==> config.mk <==
export PLATFORM = sky130hd
export DESIGN_NAME = frame_pacer_auto_skip_unit
export DESIGN_NICKNAME = d
export VERILOG_FILES = /design/src/rtl/core/fpas_pkg.sv /design/src/rtl/core/frame_pacer_auto_skip_unit.sv /design/src/rtl/core/fpas_regs.sv /design/src/rtl/core/fpas_ctrl.sv /design/src/rtl/core/fpas_dp.sv
export SDC_FILE = /design/constraint.sdc
export NUM_CORES = 2
export LEC_CHECK = 0
export ABC_CLOCK_PERIOD_IN_PS = 20800
export BUFFER_PORTS_ARGS = -buffer_cell sky130_fd_sc_hd__clkbuf_2
export CAP_MARGIN = 10
export CORE_MARGIN = 2
export CORE_UTILIZATION = 60
export DETAILED_ROUTE_END_ITERATION = 8
export GPL_TIMING_DRIVEN = 0
export PLACE_DENSITY = 0.88
export SYNTH_ARGS = -nofsm -noshare
export SYNTH_HDL_FRONTEND = slang
export SYNTH_SLANG_ARGS = --single-unit
==> constraint.sdc <==
create_clock -name i_clk -period 20.8 [get_ports i_clk]
set_clock_uncertainty 0.2 [all_clocks]
set_input_delay 3.12 -clock i_clk [delete_from_list [all_inputs] [get_ports i_clk]]
set_output_delay 3.12 -clock i_clk [all_outputs]
set_load 0.03 [all_outputs]
==> src/rtl/core/fpas_pkg.sv <==
// shared types and constants of the frame pacer with auto skip
package fpas_pkg;

    localparam int TICK_WIDTH_DEF = 48;
    localparam int ACC_W          = 64;
    localparam int FREQ_W         = 32;
    localparam int RATE_W         = 10;
    localparam int SKIP_W         = 8;
    localparam int PROD_W         = FREQ_W + SKIP_W;
    localparam int DIV_STEPS      = ACC_W;
    localparam int MUL_STEPS      = RATE_W;
    localparam int CNT_W          = $clog2(DIV_STEPS);
    localparam int APB_DW         = 32;
    localparam int APB_AW         = 4;
    localparam int REG_IDX_W      = 2;

    localparam logic [REG_IDX_W-1:0] REG_FREQ = 2'd0;
    localparam logic [REG_IDX_W-1:0] REG_RATE = 2'd1;
    localparam logic [REG_IDX_W-1:0] REG_AUTO = 2'd2;
    localparam logic [REG_IDX_W-1:0] REG_MAXS = 2'd3;

    localparam logic [FREQ_W-1:0] FREQ_RST = 32'd1000;
    localparam logic [RATE_W-1:0] RATE_RST = 10'd60;
    localparam logic              AUTO_RST = 1'b0;
    localparam logic [SKIP_W-1:0] MAXS_RST = 8'd16;

    typedef struct packed {
        logic [FREQ_W-1:0] freq;
        logic [RATE_W-1:0] rate;
        logic              auto_en;
        logic [SKIP_W-1:0] max_skips;
    } t_cfg;

    typedef enum logic [3:0] {
        S_IDLE,
        S_DIVD,
        S_CMP,
        S_MUL,
        S_MULX,
        S_DIVQ,
        S_SKN,
        S_SKA,
        S_SKM,
        S_DONE
    } t_state;

    typedef struct packed {
        logic load;
        logic div_step;
        logic cmp;
        logic mul_start;
        logic mul_step;
        logic resync;
        logic divq_start;
        logic skip_n;
        logic skip_add;
        logic skip_max;
        logic out_load;
    } t_cmd;

    typedef struct packed {
        logic div_last;
        logic mul_last;
        logic late;
        logic skip_ok;
    } t_sts;

endpackage

==> src/rtl/core/frame_pacer_auto_skip_unit.sv <==
// frame pacer with auto skip: top level
// one word per frame, one item at a time; a radix-2 divider computes the deadline
// early frame: divide, compare, then load the result into the output register
// late frame: adds a 10-step shift-add multiply; with skip, a divide and skip steps
// next input word taken the cycle after the result enters the output register
// synchronous active-low reset: registers to defaults, accumulator and skips to zero
module frame_pacer_auto_skip_unit #(
    parameter int TICK_WIDTH = fpas_pkg::TICK_WIDTH_DEF,
    parameter int IN_DW      = ((TICK_WIDTH + 2 + 7) / 8) * 8,
    parameter int OUT_DW     = ((TICK_WIDTH + 10 + 7) / 8) * 8
) (
    input  logic                         i_clk,
    input  logic                         i_rst_n,
    input  logic                         i_s_tvalid,
    output logic                         o_s_tready,
    // elapsed_ticks, wait_request, skip_allowed
    input  logic [IN_DW-1:0]             i_s_tdata,
    output logic                         o_m_tvalid,
    input  logic                         i_m_tready,
    // is_late, skip_count, deadline_ticks, must_wait
    output logic [OUT_DW-1:0]            o_m_tdata,
    input  logic                         i_psel,
    input  logic                         i_penable,
    input  logic                         i_pwrite,
    input  logic [fpas_pkg::APB_AW-1:0]  i_paddr,
    input  logic [fpas_pkg::APB_DW-1:0]  i_pwdata,
    output logic [fpas_pkg::APB_DW-1:0]  o_prdata,
    output logic                         o_pready
);
    import fpas_pkg::*;

    t_cfg                  cfg;
    logic                  clear;
    t_cmd                  cmd;
    t_sts                  sts;
    logic                  is_late;
    logic [SKIP_W-1:0]     skip_count;
    logic [TICK_WIDTH-1:0] deadline;
    logic                  must_wait;

    assign o_m_tdata = OUT_DW'({must_wait, deadline, skip_count, is_late});

    fpas_regs u_regs (
        .i_clk     (i_clk),
        .i_rst_n   (i_rst_n),
        .i_psel    (i_psel),
        .i_penable (i_penable),
        .i_pwrite  (i_pwrite),
        .i_paddr   (i_paddr),
        .i_pwdata  (i_pwdata),
        .o_prdata  (o_prdata),
        .o_pready  (o_pready),
        .o_cfg     (cfg),
        .o_clear   (clear)
    );

    fpas_ctrl u_ctrl (
        .i_clk      (i_clk),
        .i_rst_n    (i_rst_n),
        .i_s_tvalid (i_s_tvalid),
        .o_s_tready (o_s_tready),
        .o_m_tvalid (o_m_tvalid),
        .i_m_tready (i_m_tready),
        .i_sts      (sts),
        .o_cmd      (cmd)
    );

    fpas_dp #(
        .TICK_WIDTH (TICK_WIDTH)
    ) u_dp (
        .i_clk        (i_clk),
        .i_rst_n      (i_rst_n),
        .i_cfg        (cfg),
        .i_clear      (clear),
        .i_cmd        (cmd),
        .o_sts        (sts),
        .i_elapsed    (i_s_tdata[TICK_WIDTH-1:0]),
        .i_wait       (i_s_tdata[TICK_WIDTH]),
        .i_skip       (i_s_tdata[TICK_WIDTH+1]),
        .o_is_late    (is_late),
        .o_skip_count (skip_count),
        .o_deadline   (deadline),
        .o_must_wait  (must_wait)
    );

endmodule

==> src/rtl/core/fpas_regs.sv <==
// configuration registers behind the apb port
module fpas_regs (
    input  logic                         i_clk,
    input  logic                         i_rst_n,
    input  logic                         i_psel,
    input  logic                         i_penable,
    input  logic                         i_pwrite,
    input  logic [fpas_pkg::APB_AW-1:0]  i_paddr,
    input  logic [fpas_pkg::APB_DW-1:0]  i_pwdata,
    output logic [fpas_pkg::APB_DW-1:0]  o_prdata,
    output logic                         o_pready,
    output fpas_pkg::t_cfg               o_cfg,
    output logic                         o_clear
);
    import fpas_pkg::*;

    t_cfg                 r_cfg;
    t_cfg                 n_cfg;
    logic                 wr_en;
    logic [REG_IDX_W-1:0] idx;

    assign idx      = i_paddr[APB_AW-1:2];
    assign wr_en    = i_psel & i_penable & i_pwrite;
    assign o_pready = 1'b1;
    assign o_clear  = wr_en;
    assign o_cfg    = r_cfg;

    always_comb begin
        n_cfg = r_cfg;
        if (wr_en) begin
            case (idx)
                REG_FREQ: n_cfg.freq      = i_pwdata[FREQ_W-1:0];
                REG_RATE: n_cfg.rate      = i_pwdata[RATE_W-1:0];
                REG_AUTO: n_cfg.auto_en   = i_pwdata[0];
                REG_MAXS: n_cfg.max_skips = i_pwdata[SKIP_W-1:0];
                default:  n_cfg           = r_cfg;
            endcase
        end
    end

    always_comb begin
        case (idx)
            REG_FREQ: o_prdata = APB_DW'(r_cfg.freq);
            REG_RATE: o_prdata = APB_DW'(r_cfg.rate);
            REG_AUTO: o_prdata = APB_DW'(r_cfg.auto_en);
            REG_MAXS: o_prdata = APB_DW'(r_cfg.max_skips);
            default:  o_prdata = '0;
        endcase
    end

    always_ff @(posedge i_clk) begin
        if (!i_rst_n) begin
            r_cfg.freq      <= FREQ_RST;
            r_cfg.rate      <= RATE_RST;
            r_cfg.auto_en   <= AUTO_RST;
            r_cfg.max_skips <= MAXS_RST;
        end else begin
            r_cfg <= n_cfg;
        end
    end

endmodule

==> src/rtl/core/fpas_ctrl.sv <==
// sequencing state machine of the frame pacer
module fpas_ctrl (
    input  logic           i_clk,
    input  logic           i_rst_n,
    input  logic           i_s_tvalid,
    output logic           o_s_tready,
    output logic           o_m_tvalid,
    input  logic           i_m_tready,
    input  fpas_pkg::t_sts i_sts,
    output fpas_pkg::t_cmd o_cmd
);
    import fpas_pkg::*;

    t_state r_state;
    t_state n_state;
    logic   r_ovalid;
    logic   n_ovalid;
    logic   out_free;

    assign out_free   = !r_ovalid || i_m_tready;
    assign o_s_tready = (r_state == S_IDLE);
    assign o_m_tvalid = r_ovalid;

    always_comb begin
        n_state = r_state;
        case (r_state)
            S_IDLE: if (i_s_tvalid) n_state = S_DIVD;
            S_DIVD: if (i_sts.div_last) n_state = S_CMP;
            S_CMP:  n_state = i_sts.late ? S_MUL : S_DONE;
            S_MUL:  if (i_sts.mul_last) n_state = S_MULX;
            S_MULX: n_state = i_sts.skip_ok ? S_DIVQ : S_DONE;
            S_DIVQ: if (i_sts.div_last) n_state = S_SKN;
            S_SKN:  n_state = S_SKA;
            S_SKA:  n_state = S_SKM;
            S_SKM:  n_state = S_DONE;
            S_DONE: if (out_free) n_state = S_IDLE;
            default: n_state = S_IDLE;
        endcase
    end

    always_comb begin
        o_cmd = '0;
        case (r_state)
            S_IDLE: o_cmd.load       = i_s_tvalid;
            S_DIVD: o_cmd.div_step   = 1'b1;
            S_CMP: begin
                o_cmd.cmp       = 1'b1;
                o_cmd.mul_start = i_sts.late;
            end
            S_MUL:  o_cmd.mul_step   = 1'b1;
            S_MULX: begin
                o_cmd.divq_start = i_sts.skip_ok;
                o_cmd.resync     = !i_sts.skip_ok;
            end
            S_DIVQ: o_cmd.div_step   = 1'b1;
            S_SKN:  o_cmd.skip_n     = 1'b1;
            S_SKA:  o_cmd.skip_add   = 1'b1;
            S_SKM:  o_cmd.skip_max   = 1'b1;
            S_DONE: o_cmd.out_load   = out_free;
            default: o_cmd = '0;
        endcase
    end

    always_comb begin
        n_ovalid = r_ovalid;
        if (o_cmd.out_load) begin
            n_ovalid = 1'b1;
        end else if (i_m_tready) begin
            n_ovalid = 1'b0;
        end
    end

    always_ff @(posedge i_clk) begin
        if (!i_rst_n) begin
            r_state  <= S_IDLE;
            r_ovalid <= 1'b0;
        end else begin
            r_state  <= n_state;
            r_ovalid <= n_ovalid;
        end
    end

endmodule

==> src/rtl/core/fpas_dp.sv <==
// pacer datapath: accumulator, shared divider, shift-add multiplier, result word
module fpas_dp #(
    parameter int TICK_WIDTH = fpas_pkg::TICK_WIDTH_DEF
) (
    input  logic                          i_clk,
    input  logic                          i_rst_n,
    input  fpas_pkg::t_cfg                i_cfg,
    input  logic                          i_clear,
    input  fpas_pkg::t_cmd                i_cmd,
    output fpas_pkg::t_sts                o_sts,
    input  logic [TICK_WIDTH-1:0]         i_elapsed,
    input  logic                          i_wait,
    input  logic                          i_skip,
    output logic                          o_is_late,
    output logic [fpas_pkg::SKIP_W-1:0]   o_skip_count,
    output logic [TICK_WIDTH-1:0]         o_deadline,
    output logic                          o_must_wait
);
    import fpas_pkg::*;

    logic [ACC_W-1:0]      r_acc,      n_acc;
    logic [SKIP_W-1:0]     r_skips,    n_skips;
    logic [TICK_WIDTH-1:0] r_now;
    logic                  r_wait;
    logic                  r_skip;
    logic [ACC_W-1:0]      r_dq,       n_dq;
    logic [FREQ_W-1:0]     r_rem,      n_rem;
    logic                  r_dsel,     n_dsel;
    logic [CNT_W-1:0]      r_cnt,      n_cnt;
    logic [ACC_W-1:0]      r_mcand,    n_mcand;
    logic [RATE_W-1:0]     r_mplier,   n_mplier;
    logic [ACC_W-1:0]      r_snow,     n_snow;
    logic [ACC_W-1:0]      r_deadline;
    logic                  r_late;
    logic                  r_must;
    logic [PROD_W-1:0]     r_prod;
    logic                  r_o_late;
    logic [SKIP_W-1:0]     r_o_skips;
    logic [TICK_WIDTH-1:0] r_o_dl;
    logic                  r_o_must;

    logic [RATE_W-1:0]     rate_eff;
    logic [FREQ_W-1:0]     freq_eff;
    logic [FREQ_W-1:0]     divisor;
    logic [FREQ_W:0]       div_trial;
    logic [FREQ_W:0]       div_diff;
    logic                  div_ge;
    logic [ACC_W-1:0]      now_ext;
    logic [ACC_W-1:0]      acc_add;
    logic [SKIP_W-1:0]     skip_n;

    assign rate_eff  = (i_cfg.rate == '0) ? RATE_W'(1) : i_cfg.rate;
    assign freq_eff  = (i_cfg.freq == '0) ? FREQ_W'(1) : i_cfg.freq;
    assign divisor   = r_dsel ? freq_eff : FREQ_W'(rate_eff);
    assign div_trial = {r_rem, r_dq[ACC_W-1]};
    assign div_diff  = div_trial - {1'b0, divisor};
    assign div_ge    = div_trial >= {1'b0, divisor};
    assign now_ext   = ACC_W'(r_now);
    assign acc_add   = r_acc + ACC_W'(i_cfg.freq);
    assign skip_n    = (r_dq >= ACC_W'(i_cfg.max_skips)) ? i_cfg.max_skips
                                                        : r_dq[SKIP_W-1:0] + SKIP_W'(1);

    assign o_sts.div_last = (r_cnt == CNT_W'(DIV_STEPS - 1));
    assign o_sts.mul_last = (r_cnt == CNT_W'(MUL_STEPS - 1));
    assign o_sts.late     = now_ext > r_dq;
    assign o_sts.skip_ok  = r_skip & i_cfg.auto_en;

    assign o_is_late    = r_o_late;
    assign o_skip_count = r_o_skips;
    assign o_deadline   = r_o_dl;
    assign o_must_wait  = r_o_must;

    always_comb begin
        n_acc    = r_acc;
        n_skips  = r_skips;
        n_dq     = r_dq;
        n_rem    = r_rem;
        n_dsel   = r_dsel;
        n_cnt    = r_cnt;
        n_mcand  = r_mcand;
        n_mplier = r_mplier;
        n_snow   = r_snow;
        if (i_clear) begin
            n_acc   = '0;
            n_skips = '0;
        end
        if (i_cmd.load) begin
            n_acc  = acc_add;
            n_dq   = acc_add;
            n_rem  = '0;
            n_dsel = 1'b0;
            n_cnt  = '0;
        end
        if (i_cmd.div_step) begin
            n_dq  = {r_dq[ACC_W-2:0], div_ge};
            n_rem = div_ge ? div_diff[FREQ_W-1:0] : div_trial[FREQ_W-1:0];
            n_cnt = r_cnt + CNT_W'(1);
        end
        if (i_cmd.mul_start) begin
            n_mcand  = now_ext;
            n_mplier = rate_eff;
            n_snow   = '0;
            n_cnt    = '0;
        end
        if (i_cmd.mul_step) begin
            if (r_mplier[0]) begin
                n_snow = r_snow + r_mcand;
            end
            n_mcand  = {r_mcand[ACC_W-2:0], 1'b0};
            n_mplier = {1'b0, r_mplier[RATE_W-1:1]};
            n_cnt    = r_cnt + CNT_W'(1);
        end
        if (i_cmd.resync) begin
            n_acc = r_snow;
        end
        if (i_cmd.divq_start) begin
            n_dq   = r_snow - r_acc;
            n_rem  = '0;
            n_dsel = 1'b1;
            n_cnt  = '0;
        end
        if (i_cmd.skip_n) begin
            n_skips = skip_n;
        end
        if (i_cmd.skip_add) begin
            n_acc = r_acc + ACC_W'(r_prod);
        end
        if (i_cmd.skip_max) begin
            if (r_acc < r_snow) begin
                n_acc = r_snow;
            end
        end
    end

    always_ff @(posedge i_clk) begin
        if (!i_rst_n) begin
            r_acc   <= '0;
            r_skips <= '0;
        end else begin
            r_acc   <= n_acc;
            r_skips <= n_skips;
        end
    end

    always_ff @(posedge i_clk) begin
        r_dq     <= n_dq;
        r_rem    <= n_rem;
        r_dsel   <= n_dsel;
        r_cnt    <= n_cnt;
        r_mcand  <= n_mcand;
        r_mplier <= n_mplier;
        r_snow   <= n_snow;
        if (i_cmd.load) begin
            r_now  <= i_elapsed;
            r_wait <= i_wait;
            r_skip <= i_skip;
        end
        if (i_cmd.cmp) begin
            r_deadline <= r_dq;
            r_late     <= o_sts.late;
            r_must     <= !o_sts.late && r_wait;
        end
        if (i_cmd.skip_n) begin
            r_prod <= PROD_W'(i_cfg.freq) * PROD_W'(skip_n);
        end
        if (i_cmd.out_load) begin
            r_o_late  <= r_late;
            r_o_skips <= r_skips;
            r_o_dl    <= r_deadline[TICK_WIDTH-1:0];
            r_o_must  <= r_must;
        end
    end

endmodule

==> flow_metrics.py <==
metrics = {
    "setup_path": {
        "cp_slowest_cell": "a21oi_1",
        "crit_family": "compound AO/OA/AOI/OAI gates",
        "timing.rr.end": "u_dp.r_prod[31]$_DFFE_PP_",
        "cp-endpoint": "u_dp.r_prod[31]$_DFFE_PP_",
        "crit_type": "register to register",
        "reg2reg_from": "u_dp.r_dq[14]$_DFFE_PP_",
        "critical_path_depth": 28,
        "cp_num_buf_inv": 5,
        "crit_fanout": 10,
        "crit_path_end_kind": "register",
        "rrSetupSlack_ns": 9.27,
        "crit_required_ns": 20.98,
        "max_stage_delay_ns": 1.12,
        "rr_worst_depth": 28,
        "cpMostUsedCell": "fa_1",
        "crit_start": "u_dp.r_dq[14]$_DFFE_PP_",
        "crit_path_start_kind": "register",
        "arrival_ns": 11.72,
    },
    "synth": {
        "ys_types": 103,
        "ys_ff_latch": 567,
        "synth_top_cell_by_area": "edfxtp_1",
        "ys.warnings.count": 0,
        "synth_top_area_share_pct": 21.55,
        "syn_avg_cell_area_um2": 8.820,
        "yosysMostFrequentCell": "nand2_1",
        "syn_inst": 5278,
        "synthArstFlopShare_pct": 0,
        "ys_seq_area_share_pct": 31.57,
        "ys_top_cells_by_area": "edfxtp_1, dfxtp_1, ha_1",
        "synth_area_um2": 46550,
        "synth_enable_flop_cells": 334,
        "ys_top_cells_by_count": "nand2_1, a21oi_1, inv_1",
        "synth_flop_cell": "edfxtp_1",
    },
    "clocking": {
        "cts_hold_repair.buffers": 0,
        "htreeDepth": 3,
        "cts_made_buffers": 67,
        "clk_latency_ns": 0.68,
        "clk_pin_slew_ns": 0.07,
        "ctsResizeCount": 0,
        "post_cts_buffers": 0,
        "cts_tree": "yes",
        "cts-root-buf": "clkbuf_16",
        "clock_sink_count": 567,
        "cts_buffer_depth": 3,
    },
    "global_routing": {
        "gr-total-overflow": 0,
        "antenna_found_initial": 20,
        "grt_pass1_vias": 43661,
        "grt_use_met2_pct": 75.88,
        "track_usage_pct": 51.65,
        "grt_pass1_wl_um": 294700,
        "top_usage_layer": "met2",
        "met1_usage_pct": 58.13,
        "gr-usage-met3_pct": 16.95,
        "grt_start_max_net_pins": 58,
    },
    "floorplan": {
        "fp.dieH_um": 282.5,
        "rows": 102,
        "die_area_um2": 79830,
        "design.core.area_um2": 77080,
        "ios": 198,
        "initial_core_util_pct": 60.39,
        "chipWidth_um": 282.5,
    },
    "routing": {
        "routed_wl_um": 208900,
        "drt_pass1_iterations": 8,
        "drc_errors": 0,
        "ant_nets": 0,
        "wl_per_cell_um": 31.38,
        "drt-initial-drc-count": 6260,
        "avgViaCountPerCell": 6.887,
        "via_count": 45847,
    },
    "timing": {
        "tightest_slew_ns": 1.466,
        "rsz0062_at_grt": "false",
        "hold_viol": 0,
        "maxSlewViolCount": 0,
        "setup_viol": 0,
        "holdWs_ns": 0.2032,
        "period_share_pct": 55.45,
        "maxSlewHeadroom_pct": 2.272,
        "min_period_ns": 11.53,
        "fmax_ghz": 0.08670,
        "tns_ns": 0,
    },
    "cells_and_area": {
        "nets": 6186,
        "nFillCells": 6160,
        "stdcell_count": 6657,
        "multi_input_area_um2": 29090,
        "area_growth_pct": 10.32,
        "drive_gt1_share_pct": 8.222,
        "seqCellArea_um2": 14690,
    },
    "placed_design": {
        "place_inst": 6519,
        "gp_congestion": 1.127,
        "hpwl_um": 159200,
        "port_buffers": 181,
    },
    "power": {
        "leakagePower_nw": 21.57,
        "p_per_area_nw_per_um2": 154.6,
        "irDropWorstVdd_mv": 0.1355,
    },
    "min_path": {
        "hp-class": "register to register",
    },
    "run": {
        "maxCapViolCount": 0,
    },
    "status": {
        "status": "completed",
    },
}
[cell type report]
| cell class | instances | share of cell area (%) |
|---|---|---|
| antenna | 10 | 0.04873 |
| clock inverter | 46 | 0.9770 |
| timing repair buffer | 200 | 2.242 |
| buffer | 296 | 2.471 |
| multi-input combinational | 4012 | 56.66 |
| inverter | 408 | 2.990 |
| tap | 1040 | 2.534 |
| clock buffer | 78 | 3.467 |
| sequential | 567 | 28.61 |
[logic make-up after synthesis]
group / synth area share [%]
AOI/OAI and AO/OA: 22.08
DFF: 31.57
buffers and inverters: 6.005
adders and majority gates: 17.36
other: 0.01613
muxes: 1.019
xor gates and xnor gates: 5.381
and+or+nand+nor: 16.57
[stage by stage]
step	util [%]	worst slack [ns]	cell area, um2	power (mW)
after global placement	63.28	9.636	48780	6.285
after global routing	66.60	9.297	51340	8.213
after floorplan	-	12.87	46570	4.807
final	66.62	9.265	51350	7.937
after CTS	66.53	9.996	51280	7.651
after detailed placement	63.56	10.11	49000	6.386
[report_power, final]
group / total, mW / switching (mW) / internal (mW) / leakage [nW]
sequential: 2.08 / 0.544 / 1.54 / 4.98
combinational: 4.60 / 2.97 / 1.63 / 15.5
clock: 1.25 / 0.563 / 0.692 / 1.08
total: 7.94 / 4.08 / 3.86 / 21.6
[worst min path at each step]
stage / to / cells past startpoint / from
2_1_floorplan: u_dp.o_deadline[0]$_DFFE_PP_ / 0 / u_dp.r_deadline[0]$_DFFE_PP_
3_3_place_gp: u_dp.o_deadline[8]$_DFFE_PP_ / 0 / u_dp.r_deadline[8]$_DFFE_PP_
3_5_place_dp: u_dp.o_deadline[37]$_DFFE_PP_ / 0 / u_dp.r_deadline[37]$_DFFE_PP_
4_1_cts: u_dp.o_deadline[8]$_DFFE_PP_ / 0 / u_dp.r_deadline[8]$_DFFE_PP_
5_1_grt: u_dp.o_deadline[8]$_DFFE_PP_ / 0 / u_dp.r_deadline[8]$_DFFE_PP_
6_report: u_dp.o_deadline[8]$_DFFE_PP_ / 0 / u_dp.r_deadline[8]$_DFFE_PP_
[routing by layer]
metal  wire (um)  part of all wire (%)
met2       85810                    41
met3       26610                    13
met5          94                 0.045
met1       69660                    33
met4       26730                    13
[flip-flops by register name, summed over array words and instances, names as in the netlist, 4 cells and up]
name and cells:
u_regs.o_cfg 51, u_dp.r_rem 32, u_dp.o_skip_count 8, u_dp.r_mplier 10, u_dp.r_snow 64, u_dp.r_now 48, u_dp.r_skips 8, u_dp.r_dq 64
u_dp.r_acc 64, u_dp.r_cnt 6, u_dp.o_deadline 48, u_dp.r_deadline 48, u_dp.r_mcand 64, u_dp.r_prod 40, u_ctrl.r_state 4
[layout by cell type (no fill, tap or decap), types with 199 or more instances in the layout]
cell type / instances
dfxtp_1: 233
nand2_1: 574
nor2b_1: 199
clkbuf_1: 227
edfxtp_1: 334
xnor2_1: 203
nor2_1: 226
ha_1: 350
inv_1: 404
o21ai_0: 319
a21oi_1: 413
Note: power is estimated with default switching activity, not from simulation.
